File: config.mk
export PLATFORM = sky130hd
export DESIGN_NAME = retired_count_anomaly_monitor_top
export DESIGN_NICKNAME = d
export VERILOG_FILES = /design/src/design/rcam_pkg.sv /design/src/design/rcam_alu.sv /design/src/design/rcam_store.sv /design/src/design/retired_count_anomaly_monitor_top.sv
export SDC_FILE = /design/constraint.sdc
export NUM_CORES = 2
export LEC_CHECK = 0
export ABC_CLOCK_PERIOD_IN_PS = 15350
export BUFFER_PORTS_ARGS = -buffer_cell sky130_fd_sc_hd__buf_4
export CAP_MARGIN = 5
export CORE_UTILIZATION = 35
export CTS_CLUSTER_SIZE = 25
export DETAILED_ROUTE_END_ITERATION = 7
export MAX_ROUTING_LAYER = met4
export PLACE_DENSITY = 0.51
export SETUP_SLACK_MARGIN = 0.5
export SLEW_MARGIN = 20
export SYNTH_ARGS = -nofsm -noshare
export SYNTH_HDL_FRONTEND = slang
export SYNTH_SLANG_ARGS = --single-unit
export TNS_END_PERCENT = 50
File: constraint.sdc
create_clock -name i_clk -period 15.35 [get_ports i_clk]
set_input_delay 0.7675 -clock i_clk [delete_from_list [all_inputs] [get_ports i_clk]]
set_output_delay 0.7675 -clock i_clk [all_outputs]
set_load 0.1 [all_outputs]
File: src/design/rcam_pkg.sv
// ----------------------------------------------------------------------------
// rcam_pkg
// Shared widths, register indexes, codes and the per-core store entry.
// ----------------------------------------------------------------------------
package rcam_pkg;

    localparam int NUM_CORES_DEF = 16;

    localparam int DATA_W     = 64;
    localparam int BASE_W     = 32;
    localparam int DZ_W       = 10;
    localparam int CNT_W      = 16;
    localparam int CORE_IN_W  = 4;
    localparam int CORE_EXT_W = 6;   // holds any core count up to 63
    localparam int CFG_IDX_W  = 3;

    // configuration register indexes
    localparam logic [CFG_IDX_W-1:0] CFG_BASELINE  = 3'd0;
    localparam logic [CFG_IDX_W-1:0] CFG_DEAD_ZONE = 3'd1;
    localparam logic [CFG_IDX_W-1:0] CFG_BATCH     = 3'd2;
    localparam logic [CFG_IDX_W-1:0] CFG_STORM_THR = 3'd3;
    localparam logic [CFG_IDX_W-1:0] CFG_DELTA_AVG = 3'd4;
    localparam logic [CFG_IDX_W-1:0] CFG_DELTA_SPR = 3'd5;

    // register reset values
    localparam logic [BASE_W-1:0] BASELINE_RST  = 32'd15014;
    localparam logic [DZ_W-1:0]   DEAD_ZONE_RST = 10'd0;
    localparam logic [CNT_W-1:0]  BATCH_RST     = 16'd50;
    localparam logic [CNT_W-1:0]  STORM_THR_RST = 16'd3;
    localparam logic [DATA_W-1:0] DELTA_AVG_RST = 64'd25000;
    localparam logic [DATA_W-1:0] DELTA_SPR_RST = 64'd20000;

    // transaction codes
    localparam logic OP_RECORD    = 1'b0;
    localparam logic OP_EVALUATE  = 1'b1;
    localparam logic KIND_CORE    = 1'b0;
    localparam logic KIND_SUMMARY = 1'b1;

    typedef struct packed {
        logic [CNT_W-1:0]  clean;
        logic [DATA_W-1:0] min_delta;
        logic              off;
    } t_entry;

endpackage

File: src/design/rcam_alu.sv
// ----------------------------------------------------------------------------
// rcam_alu
// Shared 64-bit add/subtract unit; carry out doubles as the unsigned compare.
// ----------------------------------------------------------------------------
module rcam_alu (
    input  logic [rcam_pkg::DATA_W-1:0] i_a,
    input  logic [rcam_pkg::DATA_W-1:0] i_b,
    input  logic                        i_sub,
    output logic [rcam_pkg::DATA_W-1:0] o_sum,
    output logic                        o_carry
);

    logic [rcam_pkg::DATA_W-1:0] b_op;
    logic [rcam_pkg::DATA_W:0]   full;

    assign b_op = i_sub ? ~i_b : i_b;
    // subtract: carry low means a < b
    assign full = {1'b0, i_a} + {1'b0, b_op} + {{rcam_pkg::DATA_W{1'b0}}, i_sub};
    assign o_sum   = full[rcam_pkg::DATA_W-1:0];
    assign o_carry = full[rcam_pkg::DATA_W];

endmodule

File: src/design/rcam_store.sv
// ----------------------------------------------------------------------------
// rcam_store
// Per-core statistics memory, one write and one registered read per cycle.
// Valid bits make unwritten or cleared entries read as zero.
// ----------------------------------------------------------------------------
module rcam_store #(
    parameter  int NUM_CORES = rcam_pkg::NUM_CORES_DEF,
    localparam int CORE_W    = (NUM_CORES > 1) ? $clog2(NUM_CORES) : 1
) (
    input  logic                i_clk,
    input  logic                i_rst_n,
    input  logic                i_rd_en,
    input  logic [CORE_W-1:0]   i_rd_addr,
    output rcam_pkg::t_entry    o_rd_data,
    input  logic                i_wr_en,
    input  logic [CORE_W-1:0]   i_wr_addr,
    input  rcam_pkg::t_entry    i_wr_data,
    input  logic                i_clr
);

    rcam_pkg::t_entry    r_mem [NUM_CORES];
    logic [NUM_CORES-1:0] r_vld;
    rcam_pkg::t_entry    r_rd_data;
    logic                r_rd_vld;

    always_ff @(posedge i_clk) begin
        if (i_wr_en) begin
            r_mem[i_wr_addr] <= i_wr_data;
        end
        if (i_rd_en) begin
            r_rd_data <= r_mem[i_rd_addr];
        end
    end

    always_ff @(posedge i_clk) begin
        if (!i_rst_n) begin
            r_vld    <= '0;
            r_rd_vld <= 1'b0;
        end else begin
            if (i_clr) begin
                r_vld <= '0;
            end else if (i_wr_en) begin
                r_vld[i_wr_addr] <= 1'b1;
            end
            if (i_rd_en) begin
                r_rd_vld <= r_vld[i_rd_addr];
            end
        end
    end

    assign o_rd_data = r_rd_vld ? r_rd_data : '0;

endmodule

File: src/design/retired_count_anomaly_monitor_top.sv
// ----------------------------------------------------------------------------
// retired_count_anomaly_monitor_top
// Scores retired-instruction samples per core and reports a batch verdict.
//
//   channel   direction  handshake                  payload
//   in        input      i_in_valid / o_in_stall    operation, core, counts
//   out       output     o_out_valid / i_out_stall  report or summary fields
//   cfg       input      i_cfg_we (write only)      i_cfg_index, i_cfg_data
//
// Record: diff, score and update states with the counter enabled, diff only
// with it disabled, none for a core out of range. Evaluate: capture, storm and
// lowest states per core, then the summary states. All arithmetic runs through
// one 64-bit add/subtract unit, one operation per cycle.
// Reset: synchronous, active low; the store reads as zero right after reset
// (per-entry valid bits), so there is no clearing pass.
// Stalls: a stalled report holds the scan; input is stalled whenever busy.
// ----------------------------------------------------------------------------
module retired_count_anomaly_monitor_top #(
    parameter int NUM_CORES = rcam_pkg::NUM_CORES_DEF
) (
    input  logic                              i_clk,
    input  logic                              i_rst_n,
    // input transactions
    input  logic                              i_in_valid,
    output logic                              o_in_stall,
    input  logic                              i_operation,
    input  logic [rcam_pkg::CORE_IN_W-1:0]    i_core_index,
    input  logic                              i_counter_enabled,
    input  logic [rcam_pkg::DATA_W-1:0]       i_count_before,
    input  logic [rcam_pkg::DATA_W-1:0]       i_count_after,
    // configuration writes
    input  logic                              i_cfg_we,
    input  logic [rcam_pkg::CFG_IDX_W-1:0]    i_cfg_index,
    input  logic [rcam_pkg::DATA_W-1:0]       i_cfg_data,
    // output transactions
    output logic                              o_out_valid,
    input  logic                              i_out_stall,
    output logic                              o_report_kind,
    output logic [rcam_pkg::CORE_IN_W-1:0]    o_report_core,
    output logic [rcam_pkg::CNT_W-1:0]        o_clean_samples,
    output logic [rcam_pkg::DATA_W-1:0]       o_least_delta,
    output logic                              o_counter_was_off,
    output logic [rcam_pkg::CNT_W-1:0]        o_captured_count,
    output logic                              o_core_storming,
    output logic [rcam_pkg::DATA_W-1:0]       o_lowest_delta,
    output logic                              o_delta_in_window,
    output logic                              o_any_storming,
    output logic                              o_last
);

    localparam int CORE_W = (NUM_CORES > 1) ? $clog2(NUM_CORES) : 1;
    localparam int DW     = rcam_pkg::DATA_W;
    localparam int CW     = rcam_pkg::CNT_W;

    // sequencer: R_* record, E_* per-core scan, S_* summary
    typedef enum logic [10:0] {
        ST_IDLE     = 11'b000_0000_0001,
        ST_R_DIFF   = 11'b000_0000_0010,
        ST_R_SCORE  = 11'b000_0000_0100,
        ST_R_UPD    = 11'b000_0000_1000,
        ST_E_CAP    = 11'b000_0001_0000,
        ST_E_STM    = 11'b000_0010_0000,
        ST_E_LOW    = 11'b000_0100_0000,
        ST_S_HI     = 11'b000_1000_0000,
        ST_S_CMPHI  = 11'b001_0000_0000,
        ST_S_LO     = 11'b010_0000_0000,
        ST_S_CMPLO  = 11'b100_0000_0000
    } t_state;

    t_state r_state, n_state;

    // configuration registers
    logic [rcam_pkg::BASE_W-1:0] r_baseline;
    logic [rcam_pkg::DZ_W-1:0]   r_dead_zone;
    logic [CW-1:0]               r_batch;
    logic [CW-1:0]               r_storm_thr;
    logic [DW-1:0]               r_delta_avg;
    logic [DW-1:0]               r_delta_spr;

    // working registers
    logic              r_enabled;
    logic [CORE_W-1:0] r_core;
    logic [DW-1:0]     r_before;
    logic [DW-1:0]     r_after;
    logic [DW-1:0]     r_acc;
    logic [CORE_W-1:0] r_idx;
    logic [CW-1:0]     r_cap;
    logic [DW-1:0]     r_lowest;
    logic              r_storm;
    logic              r_lt_hi;

    // output registers
    logic          r_o_valid;
    logic          r_o_kind;
    logic [3:0]    r_o_core;
    logic [CW-1:0] r_o_clean;
    logic [DW-1:0] r_o_least;
    logic          r_o_off;
    logic [CW-1:0] r_o_cap;
    logic          r_o_storming;
    logic [DW-1:0] r_o_lowest;
    logic          r_o_in_win;
    logic          r_o_any;
    logic          r_o_last;

    logic                              in_acc;
    logic                              out_free;
    logic [rcam_pkg::CORE_EXT_W-1:0]   core_ext;
    logic                              core_ok;
    logic                              idx_last;
    rcam_pkg::t_entry                  entry;
    rcam_pkg::t_entry                  wr_data;
    logic                              rd_en;
    logic [CORE_W-1:0]                 rd_addr;
    logic                              wr_en;
    logic                              clr;
    logic [DW-1:0]                     alu_a, alu_b, alu_sum;
    logic                              alu_sub, alu_carry, alu_borrow;
    logic signed [31:0]                low_s, dz_s;
    logic                              in_zone;
    logic [DW-1:0]                     score;
    logic                              st_now;

    assign in_acc     = i_in_valid && !o_in_stall;
    assign o_in_stall = (r_state != ST_IDLE);
    assign out_free   = !r_o_valid || !i_out_stall;
    assign core_ext   = rcam_pkg::CORE_EXT_W'(i_core_index);
    assign core_ok    = core_ext < rcam_pkg::CORE_EXT_W'(NUM_CORES);
    assign idx_last   = (r_idx == CORE_W'(NUM_CORES - 1));
    assign alu_borrow = !alu_carry;

    // dead zone on the signed low word of the score
    assign low_s   = signed'(r_acc[31:0]);
    assign dz_s    = signed'(32'(r_dead_zone));
    assign in_zone = (low_s < dz_s) && (low_s > -dz_s);
    assign score   = in_zone ? '0 : r_acc;

    // storming test for the core under scan (cap - threshold in the unit)
    assign st_now = (entry.min_delta != '0) && !alu_borrow;

    rcam_alu u_alu (
        .i_a     (alu_a),
        .i_b     (alu_b),
        .i_sub   (alu_sub),
        .o_sum   (alu_sum),
        .o_carry (alu_carry)
    );

    rcam_store #(.NUM_CORES(NUM_CORES)) u_store (
        .i_clk     (i_clk),
        .i_rst_n   (i_rst_n),
        .i_rd_en   (rd_en),
        .i_rd_addr (rd_addr),
        .o_rd_data (entry),
        .i_wr_en   (wr_en),
        .i_wr_addr (r_core),
        .i_wr_data (wr_data),
        .i_clr     (clr)
    );

    // shared unit operand select
    always_comb begin
        alu_a   = '0;
        alu_b   = '0;
        alu_sub = 1'b1;
        unique case (r_state)
            ST_R_DIFF: begin
                alu_a = r_after;
                alu_b = r_before;
            end
            ST_R_SCORE: begin
                alu_a = r_acc;
                alu_b = DW'(r_baseline);
            end
            ST_R_UPD: begin
                alu_a = score;
                alu_b = entry.min_delta;
            end
            ST_E_CAP: begin
                alu_a = DW'(r_batch);
                alu_b = DW'(entry.clean);
            end
            ST_E_STM: begin
                alu_a = DW'(r_cap);
                alu_b = DW'(r_storm_thr);
            end
            ST_E_LOW: begin
                alu_a = entry.min_delta;
                alu_b = r_lowest;
            end
            ST_S_HI: begin
                alu_a   = r_delta_avg;
                alu_b   = r_delta_spr;
                alu_sub = 1'b0;
            end
            ST_S_CMPHI: begin
                alu_a = r_lowest;
                alu_b = r_acc;
            end
            ST_S_LO: begin
                alu_a = r_delta_avg;
                alu_b = r_delta_spr;
            end
            ST_S_CMPLO: begin
                alu_a = r_acc;
                alu_b = r_lowest;
            end
            default: begin
                alu_a = '0;
            end
        endcase
    end

    // store access and next state
    always_comb begin
        n_state = r_state;
        rd_en   = 1'b0;
        rd_addr = '0;
        wr_en   = 1'b0;
        wr_data = entry;
        clr     = 1'b0;
        unique case (r_state)
            ST_IDLE: begin
                if (in_acc) begin
                    if (i_operation == rcam_pkg::OP_EVALUATE) begin
                        rd_en   = 1'b1;
                        n_state = ST_E_CAP;
                    end else if (core_ok) begin
                        rd_en   = 1'b1;
                        rd_addr = core_ext[CORE_W-1:0];
                        n_state = ST_R_DIFF;
                    end
                end
            end
            ST_R_DIFF: begin
                if (!r_enabled) begin
                    wr_en       = 1'b1;
                    wr_data.off = 1'b1;
                    n_state     = ST_IDLE;
                end else begin
                    n_state = ST_R_SCORE;
                end
            end
            ST_R_SCORE: n_state = ST_R_UPD;
            ST_R_UPD: begin
                wr_en = 1'b1;
                if (score != '0) begin
                    if (entry.min_delta == '0 || alu_borrow) begin
                        wr_data.min_delta = score;
                    end
                end else if (entry.clean != '1) begin
                    wr_data.clean = entry.clean + CW'(1);
                end
                n_state = ST_IDLE;
            end
            ST_E_CAP: n_state = ST_E_STM;
            ST_E_STM: begin
                if (out_free) begin
                    n_state = ST_E_LOW;
                end
            end
            ST_E_LOW: begin
                if (idx_last) begin
                    n_state = ST_S_HI;
                end else begin
                    rd_en   = 1'b1;
                    rd_addr = r_idx + CORE_W'(1);
                    n_state = ST_E_CAP;
                end
            end
            ST_S_HI:    n_state = ST_S_CMPHI;
            ST_S_CMPHI: n_state = ST_S_LO;
            ST_S_LO:    n_state = ST_S_CMPLO;
            ST_S_CMPLO: begin
                if (out_free) begin
                    clr     = 1'b1;
                    n_state = ST_IDLE;
                end
            end
            default: n_state = ST_IDLE;
        endcase
    end

    // control state and configuration
    always_ff @(posedge i_clk) begin
        if (!i_rst_n) begin
            r_state     <= ST_IDLE;
            r_o_valid   <= 1'b0;
            r_baseline  <= rcam_pkg::BASELINE_RST;
            r_dead_zone <= rcam_pkg::DEAD_ZONE_RST;
            r_batch     <= rcam_pkg::BATCH_RST;
            r_storm_thr <= rcam_pkg::STORM_THR_RST;
            r_delta_avg <= rcam_pkg::DELTA_AVG_RST;
            r_delta_spr <= rcam_pkg::DELTA_SPR_RST;
        end else begin
            r_state <= n_state;
            if ((r_state == ST_E_STM || r_state == ST_S_CMPLO) && out_free) begin
                r_o_valid <= 1'b1;
            end else if (!i_out_stall) begin
                r_o_valid <= 1'b0;
            end
            if (i_cfg_we) begin
                case (i_cfg_index)
                    rcam_pkg::CFG_BASELINE:  r_baseline  <= i_cfg_data[rcam_pkg::BASE_W-1:0];
                    rcam_pkg::CFG_DEAD_ZONE: r_dead_zone <= i_cfg_data[rcam_pkg::DZ_W-1:0];
                    rcam_pkg::CFG_BATCH:     r_batch     <= i_cfg_data[CW-1:0];
                    rcam_pkg::CFG_STORM_THR: r_storm_thr <= i_cfg_data[CW-1:0];
                    rcam_pkg::CFG_DELTA_AVG: r_delta_avg <= i_cfg_data;
                    rcam_pkg::CFG_DELTA_SPR: r_delta_spr <= i_cfg_data;
                    default: ;
                endcase
            end
        end
    end

    // datapath and output payload
    always_ff @(posedge i_clk) begin
        unique case (r_state)
            ST_IDLE: begin
                if (in_acc) begin
                    r_enabled <= i_counter_enabled;
                    r_core    <= core_ext[CORE_W-1:0];
                    r_before  <= i_count_before;
                    r_after   <= i_count_after;
                    r_idx     <= '0;
                    r_lowest  <= '0;
                    r_storm   <= 1'b0;
                end
            end
            ST_R_DIFF, ST_R_SCORE, ST_S_HI, ST_S_LO: begin
                r_acc <= alu_sum;
            end
            ST_E_CAP: begin
                r_cap <= alu_borrow ? '0 : alu_sum[CW-1:0];
            end
            ST_E_STM: begin
                if (out_free) begin
                    r_storm      <= r_storm | st_now;
                    r_o_kind     <= rcam_pkg::KIND_CORE;
                    r_o_core     <= rcam_pkg::CORE_EXT_W'(r_idx) >> 0 == 0 ? 4'd0
                                    : 4'(rcam_pkg::CORE_EXT_W'(r_idx));
                    r_o_clean    <= entry.clean;
                    r_o_least    <= entry.min_delta;
                    r_o_off      <= entry.off;
                    r_o_cap      <= r_cap;
                    r_o_storming <= st_now;
                    r_o_lowest   <= '0;
                    r_o_in_win   <= 1'b0;
                    r_o_any      <= 1'b0;
                    r_o_last     <= 1'b0;
                end
            end
            ST_E_LOW: begin
                if (entry.min_delta != '0 && (r_lowest == '0 || alu_borrow)) begin
                    r_lowest <= entry.min_delta;
                end
                r_idx <= r_idx + CORE_W'(1);
            end
            ST_S_CMPHI: begin
                r_lt_hi <= alu_borrow;
            end
            ST_S_CMPLO: begin
                if (out_free) begin
                    r_o_kind     <= rcam_pkg::KIND_SUMMARY;
                    r_o_core     <= '0;
                    r_o_clean    <= '0;
                    r_o_least    <= '0;
                    r_o_off      <= 1'b0;
                    r_o_cap      <= '0;
                    r_o_storming <= 1'b0;
                    r_o_lowest   <= r_lowest;
                    // lo < lowest < hi, and some delta was seen
                    r_o_in_win   <= (r_lowest != '0) && r_lt_hi && alu_borrow;
                    r_o_any      <= r_storm;
                    r_o_last     <= 1'b1;
                end
            end
            default: ;
        endcase
    end

    assign o_out_valid       = r_o_valid;
    assign o_report_kind     = r_o_kind;
    assign o_report_core     = r_o_core;
    assign o_clean_samples   = r_o_clean;
    assign o_least_delta     = r_o_least;
    assign o_counter_was_off = r_o_off;
    assign o_captured_count  = r_o_cap;
    assign o_core_storming   = r_o_storming;
    assign o_lowest_delta    = r_o_lowest;
    assign o_delta_in_window = r_o_in_win;
    assign o_any_storming    = r_o_any;
    assign o_last            = r_o_last;

    // a new result only comes from a scan step or the summary step
    a_out_source: assert property (@(posedge i_clk) disable iff (!i_rst_n)
        $rose(r_o_valid) |-> ($past(r_state) == ST_E_STM || $past(r_state) == ST_S_CMPLO))
        else $error("result raised outside a report step");

    // the summary, once placed, returns the sequencer to idle
    a_sum_done: assert property (@(posedge i_clk) disable iff (!i_rst_n)
        (r_state == ST_S_CMPLO && out_free) |=> (r_state == ST_IDLE))
        else $error("summary did not end the evaluation");

    // scan index never runs past the last core
    a_idx_range: assert property (@(posedge i_clk) disable iff (!i_rst_n)
        (r_state == ST_E_CAP || r_state == ST_E_STM || r_state == ST_E_LOW)
        |-> (r_idx <= CORE_W'(NUM_CORES - 1)))
        else $error("scan index out of range");

    // per-core reports never carry the end marker
    a_core_not_last: assert property (@(posedge i_clk) disable iff (!i_rst_n)
        (r_o_valid && r_o_kind == rcam_pkg::KIND_CORE) |-> !r_o_last)
        else $error("core report marked last");

endmodule
==> results by group <==
Timing
  • Final setup TNS: 0 ps
  • Min Tclk post-route: 10210 ps
  • Unrepaired setup endpoints after global routing: no
  • Setup-failing EPs final: 0
  • Max Freq: 98.0 MHz
  • Max transition margin: 19.5%
  • Tcrit/Tclk final: 66.5%
  • Worst-Margin Slew: 1200 ps
  • Fin. max-slew vios: 0
  • Final Hold Fails: 0
  • Clock skew: 80.6 ps

Finish
  • Filler Cell Count: 23400
  • Layout cells sized above 1: 11.8%
  • Nets: 8192
  • P&R area growth vs syn: 16.5%
  • Final Instance Area: 102000 um^2

Setup path
  • Data arrival, critical path: 10690 ps
  • Worst path slowest cell: o2111a_2
  • Largest fanout on the critical path: 58
  • Critical Path Max Stage Delay: 920 ps
  • Kind of critical path: register to register
  • WP data required: 15840 ps
  • Crit end category: register
  • Startpoint Class: register

Clock network
  • Clock-pin transition on the worst setup and hold timing paths: 60 ps
  • Worst skew pair latency: 910 ps
  • Num CTS Buffers: 217
  • H-tree level count: 4
  • TritonCTS clock tree: yes
  • CTS Root Cell: clkbuf_16
  • CTS sink cnt: 2060
  • # Post-CTS Setup Buffers: 0
  • Clock Tree Buf Depth: 3

Synth
  • Synth area leader: edfxtp_1
  • Netlist cell types: 86
  • Yosys top cell area share: 62.5%
  • Number of synthesized flops with an enable pin: 1829
  • Top FF cell, synth: edfxtp_1
  • Post-synth net total: 7884
  • Avg Inst Size Synth: 11.6 um^2
  • Syn Std Cell Area: 87900 um^2
  • #FFs+latches synth: 2060
  • Synth warn: 0
  • Sequential element share of the synthesized area: 67.8%
  • Post-synth ARST share: 0%
  • Post-Synthesis Cells: 7568
  • Top post-synthesis cells by area: edfxtp_1, nand2_1, dfxtp_1, nand3_1, a21oi_1

Floorplanning
  • Die height: 503 um
  • Core area: 249000 um^2
  • Die width: 503 um
  • # IOs: 378
  • Initial Util: 35.3%
  • FP Rows: 183
  • Die area: 253000 um^2

Drt
  • Drt drc: 46
  • DR vias/cell: 5.66
  • Metal3 WL: 29400 um
  • Via count: 64600
  • DR iter-0 viols: 8562
  • DRT met1 WL: 136000 um
  • Met2 wire length: 146000 um
  • Highest routed layer: met4
  • TritonRoute pass-1 iters: 8
  • Total wire length: 320000 um
  • Antenna-violating nets left: 0
  • Routed WL per cell: 28.1 um

GRT
  • Number of global-route vias before repair: 60800
  • First-pass GRT wire length: 450000 um
  • Grt ovf: 0
  • Gr usage total: 25.3%
  • Largest net degree at the start of global routing: 159
  • Antenna violations before repair: 21

Placed design
  • IO Port Bufs: 377
  • Post-DP Area: 94300 um^2
  • RePlAce Congestion: 0.935
  • Hpwl dp: 196000 um

Power
  • Lkg Pwr: 36.0 nW
  • Pwr dens: 128 nW/um^2
  • Max IR drop VDD: 0.000100 V
  • Tot Pwr: 13.1 mW

Flow run
  • Max-cap violations: 0

Status
  • Failing checks: design-rule violations
  • Outcome: finished with violations

Min path
  • Type of the most critical hold path: primary input to register
## final cells by class
cell class,count,area (um^2),share of cell area [%]
diodes,9,22.5,0.0220
clock buffers,267,5710,5.57
clock inverters,140,1540,1.50
inverters,42,173,0.169
multi-input cells,4954,26500,25.8
flip-flops and latches,2060,59600,58.1
well taps,3330,4170,4.07
repair buffers,601,4810,4.70
## cells by family after synthesis
kind of cell    synth area share (%)
simple gates                    17.6
xor+xnor                        1.08
flops                           67.8
mux                           0.0370
fa+ha+maj                       1.57
buf+inv                         2.52
compound gates                  9.45
## final timing paths
| check | end | slack (ps) | startpoint | depth (start not counted) |
|---|---|---|---|---|
| worst min register to register | r_storm_thr[15] | 450 | r_storm_thr[15] | 2 |
| worst max register to register | u_store.r_mem[13][4] | 5140 | r_dead_zone[2] | 32 |
| worst max-delay path | u_store.r_mem[13][4] | 5140 | r_dead_zone[2] | 32 |
| worst min-delay path | r_before[1] | 50 | i_count_before[1] | 1 |
## per-layer routing
metal / global-route usage, % / vias up
met5: - / -
met2: 38.7 / 2990
met3: 4.55 / 435
met4: 6.61 / 0
li1: - / 28600
met1: 34.4 / 32600
## flip-flops by register name, indices dropped and copies added, names as in the netlist, 32 cells and up
| register | cells |
|---|---|
| r_delta_spr | 64 |
| r_acc | 64 |
| u_store.r_mem | 1296 |
| r_baseline | 32 |
| r_after | 64 |
| o_least_delta | 64 |
| r_delta_avg | 64 |
| u_store.r_rd_data | 81 |
| r_before | 64 |
| o_lowest_delta | 64 |
| r_lowest | 64 |
## layout by cell type, fill, tap and decap left out, types with 50 or more instances in the layout
| cell | instances |
|---|---|
| and2_1 | 97 |
| clkbuf_16 | 218 |
| dfxtp_1 | 230 |
| and3_1 | 113 |
| a311oi_1 | 166 |
| a31oi_1 | 89 |
| nand3_1 | 731 |
| ha_1 | 109 |
| xor2_1 | 53 |
| a222oi_1 | 126 |
| dlygate4sd3_1 | 64 |
| a21oi_1 | 371 |
| edfxtp_1 | 1829 |
| nor2_1 | 366 |
| o211ai_1 | 118 |
| nand2_1 | 2032 |
| xnor2_1 | 50 |
| buf_4 | 507 |
| nor4_1 | 53 |
## through the flow
step                cells  hold slack [ps]  setup WS, ps  utilization [%]
global route        11400             14.6          4650             41.1
finish              11400             47.8          5140             41.1
CTS                 11400            0.442          5190             41.0
global placement    10900              440          5330             37.8
floorplan            7568              432          4870                -
detailed placement  10900              446          5190             37.9
## critical path, delay by kind of cell (launching register included)
family | cells | cell delay, ps
AND/OR/NAND/NOR | 11 | 2210
AO/OA/AOI/OAI | 15 | 4800
adder cells (fa/ha/maj) | 3 | 830
flip-flops | 1 | 360
buffers and inverters | 3 | 1430
## report_power, final
part           total [mW]  internal [mW]  switching, mW  leakage (nW)
clock                5.35           3.00           2.34          3.50
sequential           6.49           6.29          0.193          18.5
combinational        1.23          0.393          0.842          14.0
## cells in the mapped netlist (89+ instances only)
library cell,number
edfxtp_1,1829
and2_1,97
and3_1,118
ha_1,109
nand2_1,2034
clkbuf_1,399
buf_2,93
nand3_1,734
o211ai_1,118
a21oi_1,375
a311oi_1,166
nor2_1,380
a31oi_1,89
a222oi_1,126
dfxtp_1,231
## what timing repair did
item,in CTS,in global routing
endpoints found under the hold margin,64,0
gates resized for setup,0,0
endpoints found under the setup margin,0,0
hold buffers,64,0
(Power assumes the default switching activity.)
